===== src/rtl/frse_pkg.sv =====
package frse_pkg;

  // Internal width of the running totals; result fields are fixed at 48 bits.
  localparam int TOTAL_WIDTH = 48;
  localparam int FIELD_W     = 48;

  localparam logic [7:0] CAP_RESET  = 8'd5;
  localparam logic [7:0] RUN_LEN_MAX = 8'hFF;

  localparam logic [7:0] CHAR_CR = 8'h0D;
  localparam logic [7:0] CHAR_LF = 8'h0A;
  localparam logic [7:0] CHAR_A  = 8'h41;
  localparam logic [7:0] CHAR_C  = 8'h43;
  localparam logic [7:0] CHAR_G  = 8'h47;
  localparam logic [7:0] CHAR_T  = 8'h54;
  localparam logic [7:0] CHAR_N  = 8'h4E;
  localparam logic [7:0] CHAR_LO_A = 8'h61;
  localparam logic [7:0] CHAR_LO_Z = 8'h7A;
  localparam logic [7:0] CASE_DELTA = 8'h20;

  typedef enum logic [1:0] {
    LINE_HEADER = 2'd0,
    LINE_SEQ    = 2'd1,
    LINE_PLUS   = 2'd2,
    LINE_QUAL   = 2'd3
  } line_kind_t;

  typedef struct packed {
    logic [7:0] ch;
    logic [7:0] len;
    logic       open;
  } run_trk_t;

  localparam run_trk_t RUN_CLEAR = '{ch: 8'd0, len: 8'd0, open: 1'b0};

  function automatic logic [TOTAL_WIDTH-1:0] sat_add(
    input logic [TOTAL_WIDTH-1:0] a,
    input logic [TOTAL_WIDTH-1:0] b
  );
    logic [TOTAL_WIDTH:0] s;
    s = {1'b0, a} + {1'b0, b};
    return s[TOTAL_WIDTH] ? {TOTAL_WIDTH{1'b1}} : s[TOTAL_WIDTH-1:0];
  endfunction

endpackage


===== src/rtl/fastq_rle_size_estimator.sv =====
// FASTQ run-length size estimator.
//
// Input channel (in_valid/in_ready): one byte of FASTQ text per request, with
// in_chunk_end marking the last byte of a chunk. Result channel
// (out_valid/out_ready): one result per input request carrying the running
// kept, compressed and run totals and the record line the next byte falls in.
// cfg_we/cfg_wdata write run_cost_cap; write it only while the block is idle.
//
// A request's result shows right after the edge that accepts it. Throughput
// is one byte per cycle while out_ready keeps the result draining; the totals
// and run trackers update in a single register stage, and the result is read
// straight from that state. in_ready stays high while the result register is
// empty or being drained, so a stalled receiver holds the current result and
// blocks further input without losing anything.
//
// Reset (rst_n low, synchronous): totals, line counter and run trackers clear,
// run_cost_cap returns to 5, and no result is pending.
module fastq_rle_size_estimator
  import frse_pkg::*;
(
  input  logic               clk,
  input  logic               rst_n,
  input  logic               cfg_we,
  input  logic [7:0]         cfg_wdata,
  input  logic               in_valid,
  output logic               in_ready,
  input  logic [7:0]         in_text_byte,
  input  logic               in_chunk_end,
  output logic               out_valid,
  input  logic               out_ready,
  output logic [FIELD_W-1:0] out_kept_total,
  output logic [FIELD_W-1:0] out_compressed_total,
  output logic [FIELD_W-1:0] out_run_total,
  output logic [1:0]         out_line_kind
);

  logic [7:0]             cap_r;
  line_kind_t             line_r, line_nxt;
  run_trk_t               seq_r, seq_nxt, qual_r, qual_nxt;
  logic [TOTAL_WIDTH-1:0] kept_cnt_r, kept_cnt_nxt;
  logic [TOTAL_WIDTH-1:0] comp_cnt_r, comp_cnt_nxt;
  logic [TOTAL_WIDTH-1:0] run_cnt_r, run_cnt_nxt;
  logic                   out_valid_r;

  logic       in_acc;
  logic       is_cr, is_lf, on_seq, on_qual;
  logic [7:0] upper;
  logic       base_ok, keep, match, close_run;
  logic [7:0] feed_ch, cost;
  run_trk_t   sel_trk, sel_nxt;

  assign in_ready = !out_valid_r || out_ready;
  assign in_acc   = in_valid && in_ready;

  always_comb begin
    is_cr   = (in_text_byte == CHAR_CR);
    is_lf   = (in_text_byte == CHAR_LF);
    on_seq  = (line_r == LINE_SEQ);
    on_qual = (line_r == LINE_QUAL);

    upper = in_text_byte;
    if (in_text_byte >= CHAR_LO_A && in_text_byte <= CHAR_LO_Z) begin
      upper = in_text_byte - CASE_DELTA;
    end
    base_ok = (upper == CHAR_A) || (upper == CHAR_C) || (upper == CHAR_G) ||
              (upper == CHAR_T) || (upper == CHAR_N);

    // Only the tracker of the current line is touched by a byte; a chunk end clears both.
    sel_trk = on_qual ? qual_r : seq_r;
    feed_ch = on_qual ? in_text_byte : upper;
    keep    = !is_cr && !is_lf && ((on_seq && base_ok) || on_qual);
    match   = sel_trk.open && (sel_trk.ch == feed_ch);

    // A run closes on the newline ending its line or when a new char arrives.
    close_run = sel_trk.open && (on_seq || on_qual) &&
                ((is_lf) || (keep && !match));
    cost = (sel_trk.len > cap_r) ? cap_r : sel_trk.len;

    sel_nxt = sel_trk;
    if (is_lf) begin
      sel_nxt = RUN_CLEAR;
    end else if (keep) begin
      if (match) begin
        if (sel_trk.len != RUN_LEN_MAX) begin
          sel_nxt.len = sel_trk.len + 8'd1;
        end
      end else begin
        sel_nxt = '{ch: feed_ch, len: 8'd1, open: 1'b1};
      end
    end
  end

  always_comb begin
    seq_nxt  = seq_r;
    qual_nxt = qual_r;
    line_nxt = line_r;
    if (on_seq) begin
      seq_nxt = sel_nxt;
    end
    if (on_qual) begin
      qual_nxt = sel_nxt;
    end
    if (is_lf) begin
      line_nxt = line_kind_t'(line_r + 2'd1);
    end
    if (in_chunk_end) begin
      line_nxt = LINE_HEADER;
      seq_nxt  = RUN_CLEAR;
      qual_nxt = RUN_CLEAR;
    end

    kept_cnt_nxt = keep ? sat_add(kept_cnt_r, TOTAL_WIDTH'(1)) : kept_cnt_r;
    comp_cnt_nxt = close_run ? sat_add(comp_cnt_r, TOTAL_WIDTH'(cost)) : comp_cnt_r;
    run_cnt_nxt  = close_run ? sat_add(run_cnt_r, TOTAL_WIDTH'(1)) : run_cnt_r;
  end

  always_ff @(posedge clk) begin
    if (!rst_n) begin
      cap_r       <= CAP_RESET;
      line_r      <= LINE_HEADER;
      seq_r       <= RUN_CLEAR;
      qual_r      <= RUN_CLEAR;
      kept_cnt_r  <= '0;
      comp_cnt_r  <= '0;
      run_cnt_r   <= '0;
      out_valid_r <= 1'b0;
    end else begin
      if (cfg_we) begin
        cap_r <= cfg_wdata;
      end
      if (in_acc) begin
        line_r     <= line_nxt;
        seq_r      <= seq_nxt;
        qual_r     <= qual_nxt;
        kept_cnt_r <= kept_cnt_nxt;
        comp_cnt_r <= comp_cnt_nxt;
        run_cnt_r  <= run_cnt_nxt;
      end
      if (in_acc) begin
        out_valid_r <= 1'b1;
      end else if (out_ready) begin
        out_valid_r <= 1'b0;
      end
    end
  end

  // State only moves on an accepted request, so it doubles as the result.
  assign out_valid            = out_valid_r;
  assign out_kept_total       = FIELD_W'(kept_cnt_r);
  assign out_compressed_total = FIELD_W'(comp_cnt_r);
  assign out_run_total        = FIELD_W'(run_cnt_r);
  assign out_line_kind        = line_r;

`ifndef SYNTHESIS
  a_line_hold: assert property (@(posedge clk) disable iff (!rst_n)
    !in_acc |=> $stable(line_r) && $stable(kept_cnt_r))
    else $error("state changed without an accepted request");

  a_run_step: assert property (@(posedge clk) disable iff (!rst_n)
    in_acc |=> (run_cnt_r - $past(run_cnt_r)) <= TOTAL_WIDTH'(1))
    else $error("run total grew by more than one");

  a_cost_cap: assert property (@(posedge clk) disable iff (!rst_n)
    in_acc |=> (comp_cnt_r - $past(comp_cnt_r)) <= TOTAL_WIDTH'($past(cap_r)))
    else $error("run cost exceeded cap");

  a_seq_len: assert property (@(posedge clk) disable iff (!rst_n)
    seq_r.open |-> seq_r.len != 8'd0)
    else $error("open sequence run has zero length");

  a_qual_len: assert property (@(posedge clk) disable iff (!rst_n)
    qual_r.open |-> qual_r.len != 8'd0)
    else $error("open quality run has zero length");
`endif

endmodule


===== config.mk =====
export PLATFORM = sky130hd
export DESIGN_NAME = fastq_rle_size_estimator
export DESIGN_NICKNAME = d
export VERILOG_FILES = /design/src/rtl/frse_pkg.sv /design/src/rtl/fastq_rle_size_estimator.sv
export SDC_FILE = /design/constraint.sdc
export NUM_CORES = 1
export LEC_CHECK = 0
export BUFFER_PORTS_ARGS = -buffer_cell sky130_fd_sc_hd__buf_2
export CAP_MARGIN = 20
export CORE_MARGIN = 2
export CORE_UTILIZATION = 57
export CTS_CLUSTER_SIZE = 8
export DETAILED_ROUTE_END_ITERATION = 10
export PLACE_DENSITY_LB_ADDON = 0.2
export SETUP_SLACK_MARGIN = 0.4
export SLEW_MARGIN = 20
export SYNTH_ARGS = -nofsm -noshare
export SYNTH_HDL_FRONTEND = slang
export SYNTH_SLANG_ARGS = --single-unit

===== constraint.sdc =====
create_clock -name clk -period 6 [get_ports clk]
set_clock_uncertainty 0.2 [all_clocks]
set_input_delay 0.6 -clock clk [delete_from_list [all_inputs] [get_ports clk]]
set_output_delay 0.6 -clock clk [all_outputs]
set_load 0.1 [all_outputs]

Word-level counts from Yosys, hierarchy flattened

Cells that the tools add are included.
W data, S select, Z words.

$add $sub $neg: 6
Multiplexer cells: 21
$lt $le $gt $ge: 3
Reduce and logical (&&, ||, !) cells: 30
Equal/unequal tests: 11

Operators by type and width:

| cell                    | number |
|---|---|
| $mux W48                | 3 |
| $mux W17                | 7 |
| $add A48 B1 Y49 const B | 2 |
| $add A48 B8 Y49         | 1 |
| $mux W8                 | 6 |
| $eq A8 B7 Y1 const B    | 5 |
| $eq A8 B4 Y1 const B    | 2 |
| $reduce_and A2 Y1       | 5 |
| $logic_and A1 B1 Y1     | 9 |
| $add A8 B1 Y8 const B   | 1 |
| $eq A8 B8 Y1            | 1 |
| $ge A8 B7 Y1 const B    | 1 |
| $gt A8 B8 Y1            | 1 |
| $le A8 B7 Y1 const B    | 1 |
| $logic_or A1 B1 Y1      | 8 |
| $ne A8 B8 Y1 const B    | 1 |
| $reduce_bool A2 Y1      | 4 |
| $sub A8 B6 Y8 const B   | 1 |
| $logic_not A1 Y1        | 4 |
| $mux W2                 | 2 |
| $mux W1                 | 3 |
| $add A2 B1 Y2 const B   | 1 |
| $eq A2 B1 Y1 const B    | 1 |
| $eq A2 B2 Y1 const B    | 1 |

Input bits: 22
Bits in registers: 189

Logic depth before layout (Yosys ltp)

Gate-level depths: netlist of run 1.

Word-level depth: 15
Depth in mapped cells: 26
Depth with buffers taken out: 21

Worst setup path before layout of run 1

No wires, ideal clock.

Path kind: reg2reg
Start: register line_r[0] (netlist: out_line_kind[0])
End: register comp_cnt_r[33] (netlist: out_compressed_total[33])
Buffers on the path: 5
Path slack: -0.137 ns
Stages on the path, launching flop included: 25
Arrival: 5.861 ns
Required time: 5.724 ns
Cells stage by stage: dfxtp_1 ha_1 buf_2 buf_2 buf_2 mux2_2 ha_1 nor2b_1 o21ai_0 nand2b_1 a21oi_1 o21ai_0 o21a_1 clkbuf_1 a21oi_1 ha_1 o21a_1 nor2_1 nand3b_1 or3_1 clkbuf_1 nor2_1 nand3_1 or4_1 a31oi_1

Word-level cells in the longest chain between the ends: 9
Elaborated cells between the ends (all ways): 20

RTL lines:

| what                                                    | RTL line                        | source |
|---|---|---|
| from (decl)                                             | fastq_rle_size_estimator.sv:38  | `line_kind_t line_r, line_nxt;` |
| from (signal assigned)                                  | fastq_rle_size_estimator.sv:132 | `line_r <= line_nxt;` |
| branches (longest 9 deep; another with $add A48 B8 Y49) | --                              |  |
| to (signal assigned)                                    | fastq_rle_size_estimator.sv:136 | `comp_cnt_r <= comp_cnt_nxt;` |
| to (decl)                                               | fastq_rle_size_estimator.sv:41  | `logic [TOTAL_WIDTH-1:0] comp_cnt_r, comp_cnt_nxt;` |

Parallel ways; which one is timed is not known.
A chain may end at the register's enable or synchronous reset.

Worst setup path in the final report of run 1

Same ends and word-level chain as after synthesis.

==> results_dict.tcl, run 1 <==
set metrics [dict create \
    vias 10153 \
    firstDrtPassIters 5 \
    hpwl_mm 19.6 \
    clkTransAtPathRegs_ps 80 \
    max-cap-violations 0 \
    cp-end-kind "flop" \
    startpoint "out_line_kind[0]" \
    ys.warnings.count 0 \
    leakagePower_nw 4.57 \
    syn_area_per_cell_um2 8.50 \
    final_cells 1611 \
    grt_pass1_vias 9254 \
    post_cts_buffers 0 \
    layout_commonest_cell "dfxtp_1" \
    outcome "finished, final reports clean" \
    diodes 0 \
    place.gp.congestion 0.967 \
    preCtsSetupSlack_ps 559 \
    groute.usage.overall_pct 28.9 \
    htreeDepth 4 \
    vias_per_cell 6.30 \
    synthDominantCellAreaShare_pct 36.0 \
    grt_overflow 0 \
    synth_nets 1281 \
    numPortBuffers 169 \
    fin_crit_sh_pct 85.0 \
    synthTopCellsByArea "dfxtp_1 (36%), xor2_1 (4.6%), a21oi_1 (4.1%)" \
    critical_path_class "reg2reg" \
    regToRegSetupSlack_ps 900 \
    grt_pass1_wl_mm 47.1 \
    final.setup.worst_slack_ps 902 \
    fmax_ghz 0.196 \
    crit_required_ps 6170 \
    p_per_area_mw_per_mm2 205 \
    r2r-start "out_line_kind[0]" \
    syn_inst 1236 \
    tritoncts "done" \
    syn_area_mm2 0.0105 \
    drv_slew 0 \
    drc 0 \
    holdCritPathClass "in2reg" \
    grt_start_max_net_pins 119 \
    area_delta_synth_final_pct 14.3 \
    dp.cells 1579 \
    timing.final.hold_violations 0 \
    final_cell_mix "dfxtp_1 (187), buf_2 (169), nand2_1 (94)" \
    fin_crit_ps 5100 \
    synth_seq_area_share_pct 36.0 \
    cts-root-buf "clkbuf_16" \
    clkSinkCount 189 \
    relSlewSlack_pct 28.0 \
    worstSkewPairLatency_ps 440 \
    path_max_fanout 15 \
    die_w_um 140 \
    synth-edff-count 0 \
    worst_pin_slew_ps 1080 \
    drtIter0Drc 845 \
    arrival_ps 5260 \
    cp-start-kind "flop" \
    die_h_um 140 \
    min_from "cfg_wdata[0]" \
    dieArea_mm2 0.0195 \
    ant_nets 0 \
    setup_violations 0 \
    num_rows 49 \
    vdd_drop_max_mv 0.211 \
    synth_ff_type "dfxtp_1" \
    drive_above_1_share_pct 21.8 \
    antenna_found_initial 0 \
    ioPinCount 170 \
    async_reset_ff_share_pct 0 \
    fin_setup_tns_ps 0 \
    drt_wl_total_mm 28.9 \
    synth_seq_cells 189 \
    cts_buffers 17 \
    synthDistinctLibCells 80 \
    nets 1414 \
    wire_per_inst_um 17.9 \
    start_util_pct 58.3 \
    yosys.area.top_type "dfxtp_1" \
    rsz0062_at_grt "false" \
    coreArea_mm2 0.0180 \
    clockBufferDepth 2 \
]
-- stage by stage --
| stage | utilization [%] | instance area, µm² | hold slack [ps] | total power [mW] |
|---|---|---|---|---|
| after floorplan | - | 10500 | 228 | 1.36 |
| after global placement | 63.5 | 11400 | 256 | 1.39 |
| after detailed placement | 63.5 | 11400 | 261 | 1.39 |
| after CTS | 66.6 | 12000 | 169 | 2.47 |
| after global routing | 66.6 | 12000 | 177 | 2.53 |
| final | 66.6 | 12000 | 170 | 2.46 |
-- report_power, final --
part	total [mW]	leakage [nW]	switching, mW	internal, mW
Sequential	1.26	1.53	0.00277	1.26
Combinational	0.103	2.77	0.0756	0.0275
Clock	1.09	0.272	0.545	0.550
Total	2.46	4.57	0.623	1.83
-- routing by layer --
| metal | GRT usage, % | vias up | routed length (µm) |
|---|---|---|---|
| met5 | 0 | - | 0 |
| met2 | 45.9 | 359 | 13600 |
| li1 | - | 4882 | - |
| met4 | 8.95 | 0 | 501 |
| met3 | 5.51 | 47 | 1780 |
| met1 | 40.0 | 4865 | 13000 |
-- path summary, 6_finish.rpt --
path,endpoint,depth (start not counted)
max,out_compressed_total[33],22
min reg2reg,qual_r[0],2
max reg2reg,out_compressed_total[33],22
min,cap_r[0],3
-- registers in the layout (all words and copies together), names as in the netlist --
register              count
cap_r                     8
out_compressed_total     48
out_kept_total           48
out_line_kind             2
out_run_total            48
out_valid                 1
qual_r                   17
seq_r                    17
-- final cells by class --
class | instances | area [µm²]
Sequential cell | 189 | 3790
Clock buffer | 19 | 433
Timing Repair Buffer | 193 | 1030
Fill cell | 1540 | 6020
Tap cell | 229 | 287
Inverter | 32 | 125
Multi-Input combinational cell | 936 | 6220
Clock inverter | 13 | 124
-- worst max-delay path, cell delays in order, from the launching register on --
cell and delay (ps):
dfxtp_4 370, ha_2 310, buf_4 260, mux2i_1 360, ha_1 210, nor2b_1 40
o21ai_0 150, nand2b_1 70, a21oi_1 130, o21ai_0 90, o21a_1 120, buf_4 180
nor2_1 90, a21oi_1 70, ha_1 360, o21a_1 120, nor2_1 60, nand3b_1 250
or3_1 530, nor2_1 260, nand3_1 140, or4_1 490, a31oi_1 160
-- cell families (layout without fill, tap and decap cells) --
| group | after synthesis | after routing | share of synthesized area, % |
|---|---|---|---|
| adders and majority gates | 23 | 23 | 2.81 |
| AOI/OAI and AO/OA | 354 | 354 | 24.3 |
| and+or+nand+nor | 439 | 439 | 21.5 |
| buffers and inverters | 111 | 257 | 4.98 |
| DFF | 189 | 189 | 36.0 |
| muxes | 28 | 28 | 2.75 |
| xor gates and xnor gates | 92 | 92 | 7.67 |
-- what timing repair did --
item                                    CTS  global route
endpoints found under the setup margin    0            24
hold buffers                              0             0
resized for setup                         0             2
-- cells in the mapped netlist (5+ instances only) --
| library cell | count |
|---|---|
| and3_1 | 29 |
| ha_1 | 22 |
| a21o_1 | 7 |
| nand2b_1 | 7 |
| a311oi_1 | 15 |
| nand2_1 | 95 |
| mux2_2 | 7 |
| a41oi_1 | 6 |
| or4_1 | 10 |
| and2_1 | 7 |
| nor2b_1 | 6 |
| a21oi_2 | 31 |
| or3_1 | 15 |
| nor4_1 | 8 |
| a31oi_1 | 22 |
| xnor2_1 | 37 |
| o31ai_1 | 7 |
| clkbuf_1 | 48 |
| buf_6 | 10 |
| nor3_1 | 35 |
| o211ai_1 | 11 |
| buf_2 | 19 |
| and4_1 | 9 |
| o2111ai_1 | 18 |
| xor2_1 | 55 |
| o21a_1 | 14 |
| nand4_1 | 34 |
| o21ai_1 | 5 |
| a21oi_1 | 85 |
| o221a_2 | 5 |
| dfxtp_1 | 189 |
| a211oi_1 | 17 |
| o21ai_0 | 51 |
| a2111oi_0 | 9 |
| inv_1 | 31 |
| nor2_1 | 85 |
| a31oi_2 | 8 |
| mux2i_1 | 21 |
| nand3_1 | 78 |
| a211o_1 | 5 |
No activity file was read; power rests on OpenSTA's default activity.
==> run 2: changes to the inputs <==
--- a/config.mk
+++ b/config.mk
@@ -5,10 +5,11 @@
 export SDC_FILE = /design/constraint.sdc
 export NUM_CORES = 1
 export LEC_CHECK = 0
+export ABC_AREA = 1
 export BUFFER_PORTS_ARGS = -buffer_cell sky130_fd_sc_hd__buf_2
 export CAP_MARGIN = 20
 export CORE_MARGIN = 2
-export CORE_UTILIZATION = 57
+export CORE_UTILIZATION = 59
 export CTS_CLUSTER_SIZE = 8
 export DETAILED_ROUTE_END_ITERATION = 10
 export PLACE_DENSITY_LB_ADDON = 0.2
==> constraint.sdc (replaced) <==
create_clock -name clk -period 4.8 [get_ports clk]
set_clock_uncertainty 0.2 [all_clocks]
set_input_delay 0.48 -clock clk [delete_from_list [all_inputs] [get_ports clk]]
set_output_delay 0.48 -clock clk [all_outputs]
set_load 0.1 [all_outputs]
==> run 2 against run 1 <==
  * Area after synthesis increased by 24%
  * First-iteration DRC count increased by 100%
  * Count of clock-buffer cells in the layout unchanged
  * Die area increased by 20%
  * Non-clock buffer count increased by 31
  * Setup slack got worse by 660 ps
  * Sequential power increased by 28%
  * Cell area increased by 29%
  * Combinational power increased to 3.1 times the previous value
  * Worst hold slack got worse by 120 ps
  * Critical path depth increased by 7
==> results_dict.tcl, run 2 <==
set metrics [dict create \
    htreeDepth 4 \
    holdWs_ps 50.4 \
    drtIter0Drc 1698 \
    cp-start-kind "flop" \
    outcome "finished, final reports clean" \
    rsz0062_at_grt "true" \
    cts_buffers 17 \
    clockBufferDepth 2 \
    die_h_um 153 \
    fillers 1975 \
    num_rows 54 \
    coreArea_mm2 0.0218 \
    synthDistinctLibCells 37 \
    die_w_um 153 \
    synth_seq_cells 189 \
    dieArea_mm2 0.0233 \
    holdCritPathClass "in2reg" \
    fmax_ghz 0.220 \
    grt_overflow 0 \
    relSlewSlack_pct 24.6 \
    syn_area_per_cell_um2 6.10 \
    clkTransAtPathRegs_ps 80 \
    syn_inst 2140 \
    vdd_drop_max_mv 0.211 \
    cp-end-kind "flop" \
    path_max_fanout 8 \
    ys.warnings.count 0 \
    timing.final.hold_violations 0 \
    power_mw 3.37 \
    synth-edff-count 0 \
    final_cell_mix "nand2_1 (522), nand3_1 (271), inv_1 (205)" \
    grt_pass1_vias 13771 \
    fin_crit_ps 4550 \
    hold_buffers 0 \
    syn_area_mm2 0.0131 \
    ioPinCount 170 \
    yosysMostFrequentCell "nand2_1" \
    drt_wl_total_mm 44.0 \
    critPathSlowestCell "dfxtp_4" \
    numPortBuffers 169 \
    arrival_ps 4720 \
    synth_ff_type "dfxtp_1" \
    vias 15407 \
    start_util_pct 60.0 \
    crit_required_ps 4970 \
    seqCellArea_mm2 0.00379 \
    cts-root-buf "clkbuf_16" \
    layout_commonest_cell "nand2_1" \
    diodes 0 \
    antenna_found_initial 0 \
    hpwl_mm 30.2 \
    grt_start_max_net_pins 105 \
    synth_nets 2185 \
    fin_crit_sh_pct 94.9 \
    p_per_area_mw_per_mm2 218 \
    worst_pin_slew_ps 1130 \
    clkSinkCount 189 \
    drive_above_1_share_pct 17.4 \
    ant_nets 0 \
    synthDominantCellAreaShare_pct 29.0 \
    place.gp.congestion 1.01 \
    multi_input_area_mm2 0.00851 \
    wire_per_inst_um 17.0 \
    synth_seq_area_share_pct 29.0 \
    area_delta_synth_final_pct 18.3 \
    drv_slew 0 \
    firstDrtPassIters 6 \
    async_reset_ff_share_pct 0 \
    synthTopCellsByArea "dfxtp_1 (29%), nand2_1 (15%), nand3_1 (11%)" \
    nets 2341 \
    synthTopCellsByCount "nand2_1 (539), nand3_1 (293), inv_1 (209)" \
    vias_per_cell 5.95 \
    drc 0 \
    max-cap-violations 0 \
    critical_path_class "reg2reg" \
    fin_setup_tns_ps 0 \
    tritoncts "done" \
    worstSkewPairLatency_ps 450 \
    yosys.area.top_type "dfxtp_1" \
    max_stage_delay_ps 380 \
    groute.usage.overall_pct 35.7 \
    grt_pass1_wl_mm 69.9 \
    leakagePower_nw 6.31 \
    setup_violations 0 \
]
run 2: changes by cell type in the layout (fill, tap and decap cells not counted), moves of 27 or more:
cell / delta
a21oi_1: +98
inv_1: +174
nand2_1: +428
nand3_1: +193
nor2_1: +91
o21ai_0: +67
or2_2: +39
xnor2_1: -27
run 2: final timing paths:
check / start / endpoint / slack [ps] / cells past startpoint
setup / recovery: out_line_kind[0] / out_compressed_total[41] / 250 / 29
hold / removal: cfg_wdata[0] / cap_r[0] / 50 / 3
setup reg to reg: out_line_kind[0] / out_compressed_total[41] / 250 / 29
hold reg to reg: out_kept_total[42] / out_kept_total[42] / 290 / 2
run 2: stage by stage:
step                util, %  cell area (µm²)  setup slack, ps  std cells
finish                 71.0            15400              247       2589
global route           71.0            15400             48.2       2589
CTS                    68.7            14900              423       2571
detailed placement     64.9            14100             19.4       2523
global placement       64.9            14100             74.3       2522
floorplan                 -            13200              363       2140
run 2: power by group:
group,switching [mW],internal [mW]
Clock,0.732,0.712
Sequential,0.0135,1.59
Combinational,0.211,0.106
Total,0.957,2.41
run 2: cells by family (layout without fill, tap and decap cells):
logic type                 after synthesis  after routing  share of synthesized area (%)
and+or+nand+nor                       1217           1217                           41.5
xor gates and xnor gates                63             63                           4.23
AOI/OAI and AO/OA                      347            347                           13.6
adders and majority gates               23             23                           2.26
muxes                                    1              1                         0.0767
buffers and inverters                  300            469                           9.45
DFF                                    189            189                           29.0
run 2: critical path, delay by kind of cell (launching register included):
kind	cells	cell delay, ps
flops	1	380
compound gates	6	820
simple gates	13	1230
fa+ha+maj	4	1010
buf+inv	6	820
run 2: final cells by class:
| cell class | count | share of cell area [%] |
|---|---|---|
| flip-flops and latches | 189 | 24.6 |
| multi-input cells | 1651 | 55.1 |
| clock buffers | 19 | 2.87 |
| clock inverters | 13 | 0.940 |
| repair buffers | 224 | 9.00 |
| well taps | 280 | 2.27 |
| inverters | 213 | 5.23 |
run 2: per-layer routing:
metal  track usage (%)  part of all wire (%)  up-vias
li1                  -                     -     7413
met1              49.9                    43     7142
met2              57.3                    46      755
met3              5.32                   8.1       97
met4              10.5                   2.6        0
met5                 0                     0        -
run 2: timing repair:
item / CTS / global route
endpoints found under the setup margin: 48 / 48
pin swaps: 15 / 61
resized for setup: 21 / 68
buffers inserted: 14 / 15
cloned: 2 / 3
==> run 3: changes to the inputs <==
--- a/config.mk
+++ b/config.mk
@@ -12,6 +12,7 @@
 export CORE_UTILIZATION = 59
 export CTS_CLUSTER_SIZE = 8
 export DETAILED_ROUTE_END_ITERATION = 10
+export MAX_ROUTING_LAYER = met4
 export PLACE_DENSITY_LB_ADDON = 0.2
 export SETUP_SLACK_MARGIN = 0.4
 export SLEW_MARGIN = 20
==> run 3 against run 2 <==
  * Critical path depth fell by 3
  * Wire length fell by 1.0%
  * Clock power barely moved
  * Critical path type unchanged
  * Critical endpoint is now out_compressed_total[22]
  * Largest cell class unchanged
==> results_dict.tcl, run 3 (synthesized netlist as in run 2, its figures left out) <==
set metrics [dict create \
    start_util_pct 60.0 \
    arrival_ps 4660 \
    finalCoreUtilization_pct 70.5 \
    vias_per_cell 5.94 \
    die_h_um 153 \
    grt_pass1_vias 13752 \
    drtIter0Drc 1670 \
    setup_violations 0 \
    cp_top_family "simple AND/OR/NAND/NOR gates" \
    groute.usage.overall_pct 36.6 \
    regToRegSetupSlack_ps 300 \
    layout_commonest_cell "nand2_1" \
    fmax_ghz 0.222 \
    max-cap-violations 0 \
    final_cell_mix "nand2_1 (523), nand3_1 (281), inv_1 (204)" \
    multi_input_area_mm2 0.00842 \
    ant_nets 0 \
    grt_overflow 0 \
    coreArea_mm2 0.0218 \
    grt_pass1_wl_mm 69.5 \
    critical_path_class "reg2reg" \
    fin_crit_sh_pct 93.8 \
    outcome "finished, final reports clean" \
    clkSinkCount 189 \
    numPortBuffers 169 \
    fin_crit_ps 4500 \
    worst_pin_slew_ps 1140 \
    vdd_drop_max_mv 0.250 \
    leakagePower_nw 6.22 \
    grt_start_max_net_pins 106 \
    vias 15345 \
    cts_buffers 17 \
    ioPinCount 170 \
    worstSkewPairLatency_ps 440 \
    num_rows 54 \
    place.gp.congestion 1.03 \
    hold_buffers 0 \
    crit_required_ps 4950 \
    max_stage_delay_ps 410 \
    clockBufferDepth 2 \
    relSlewSlack_pct 24.3 \
    critPathSlowestCell "ha_1" \
    cp-start-kind "flop" \
    path_max_fanout 8 \
    firstDrtPassIters 9 \
    cts-root-buf "clkbuf_16" \
    dieArea_mm2 0.0233 \
    holdWs_ps 53.3 \
    htreeDepth 4 \
    drc 0 \
    antenna_found_initial 1 \
    timing.final.hold_violations 0 \
    hpwl_mm 29.8 \
    area_delta_synth_final_pct 17.5 \
    fillers 1950 \
    clkTransAtPathRegs_ps 80 \
    holdCritPathClass "in2reg" \
    cp-end-kind "flop" \
    rsz0062_at_grt "true" \
    nets 2335 \
    p_per_area_mw_per_mm2 219 \
    die_w_um 153 \
    drive_above_1_share_pct 16.6 \
    drv_slew 0 \
    wire_per_inst_um 16.8 \
    cp.buffers_inverters 4 \
    drt_wl_total_mm 43.5 \
    seqCellArea_mm2 0.00379 \
    tritoncts "done" \
]
run 3: cell type report:
| type | instances | area share [%] |
|---|---|---|
| Clock buffer | 17 | 2.77 |
| Sequential cell | 189 | 24.7 |
| Multi-Input combinational cell | 1651 | 54.9 |
| Clock inverter | 15 | 1.09 |
| Tap cell | 280 | 2.28 |
| Antenna cell | 1 | 0.0163 |
| Timing Repair Buffer | 218 | 8.98 |
| Inverter | 213 | 5.26 |
run 3: path summary, 6_finish.rpt:
kind	startpoint	to	cells past startpoint
setup / recovery	out_line_kind[0]	out_compressed_total[22]	26
hold / removal	cfg_wdata[2]	cap_r[2]	3
setup reg to reg	out_line_kind[0]	out_compressed_total[22]	26
hold reg to reg	cap_r[6]	cap_r[6]	2
run 3: stage by stage:
step | instance area, µm² | total power [mW] | TNS, ps | worst slack [ps] | std cells
after floorplan | 13200 | 1.84 | 0 | 363 | 2140
after global placement | 14100 | 1.90 | 0 | 12.0 | 2519
after detailed placement | 14100 | 1.91 | -237 | -63.3 | 2519
after CTS | 15000 | 3.34 | 0 | 395 | 2570
after global routing | 15300 | 3.47 | 0 | 114 | 2584
final | 15300 | 3.36 | 0 | 298 | 2584
run 3: power by group:
group	leakage [nW]	internal [mW]	switching (mW)
registers	1.53	1.59	0.0137
logic	4.41	0.103	0.208
clock network	0.287	0.703	0.745
total	6.22	2.40	0.967
run 3: metal layers:
metal | global-route usage, % | vias to the layer above | wire length [µm]
met2 | 57.6 | 791 | 20100
li1 | - | 7415 | -
met3 | 4.78 | 102 | 3680
met4 | 9.96 | 0 | 1040
met1 | 49.8 | 7037 | 18700
met5 | - | - | 0
run 3: worst reg2reg max path, stage by stage (launching register included):
cell,delay (ps)
dfxtp_4,370
ha_4,190
buf_12,150
o21ai_4,230
ha_4,240
a21oi_2,160
o21ai_2,80
nand2_1,70
o211ai_1,100
o21ai_2,120
buf_4,190
o21ai_0,160
ha_1,410
nand2_1,120
nor2_1,150
nor2_1,70
nand2_2,100
nand2_4,70
nor2_4,150
nand2_4,80
nor2_4,160
nand3_4,110
buf_6,170
buf_12,140
nand3b_1,100
nand3_1,100
a21oi_1,200
run 3: what timing repair did:
| item | CTS | global route |
|---|---|---|
| setup buffers | 15 | 12 |
| setup endpoints to repair | 48 | 48 |
| gates resized for setup | 22 | 51 |
| pin swaps | 13 | 41 |
| cloned | 4 | 1 |
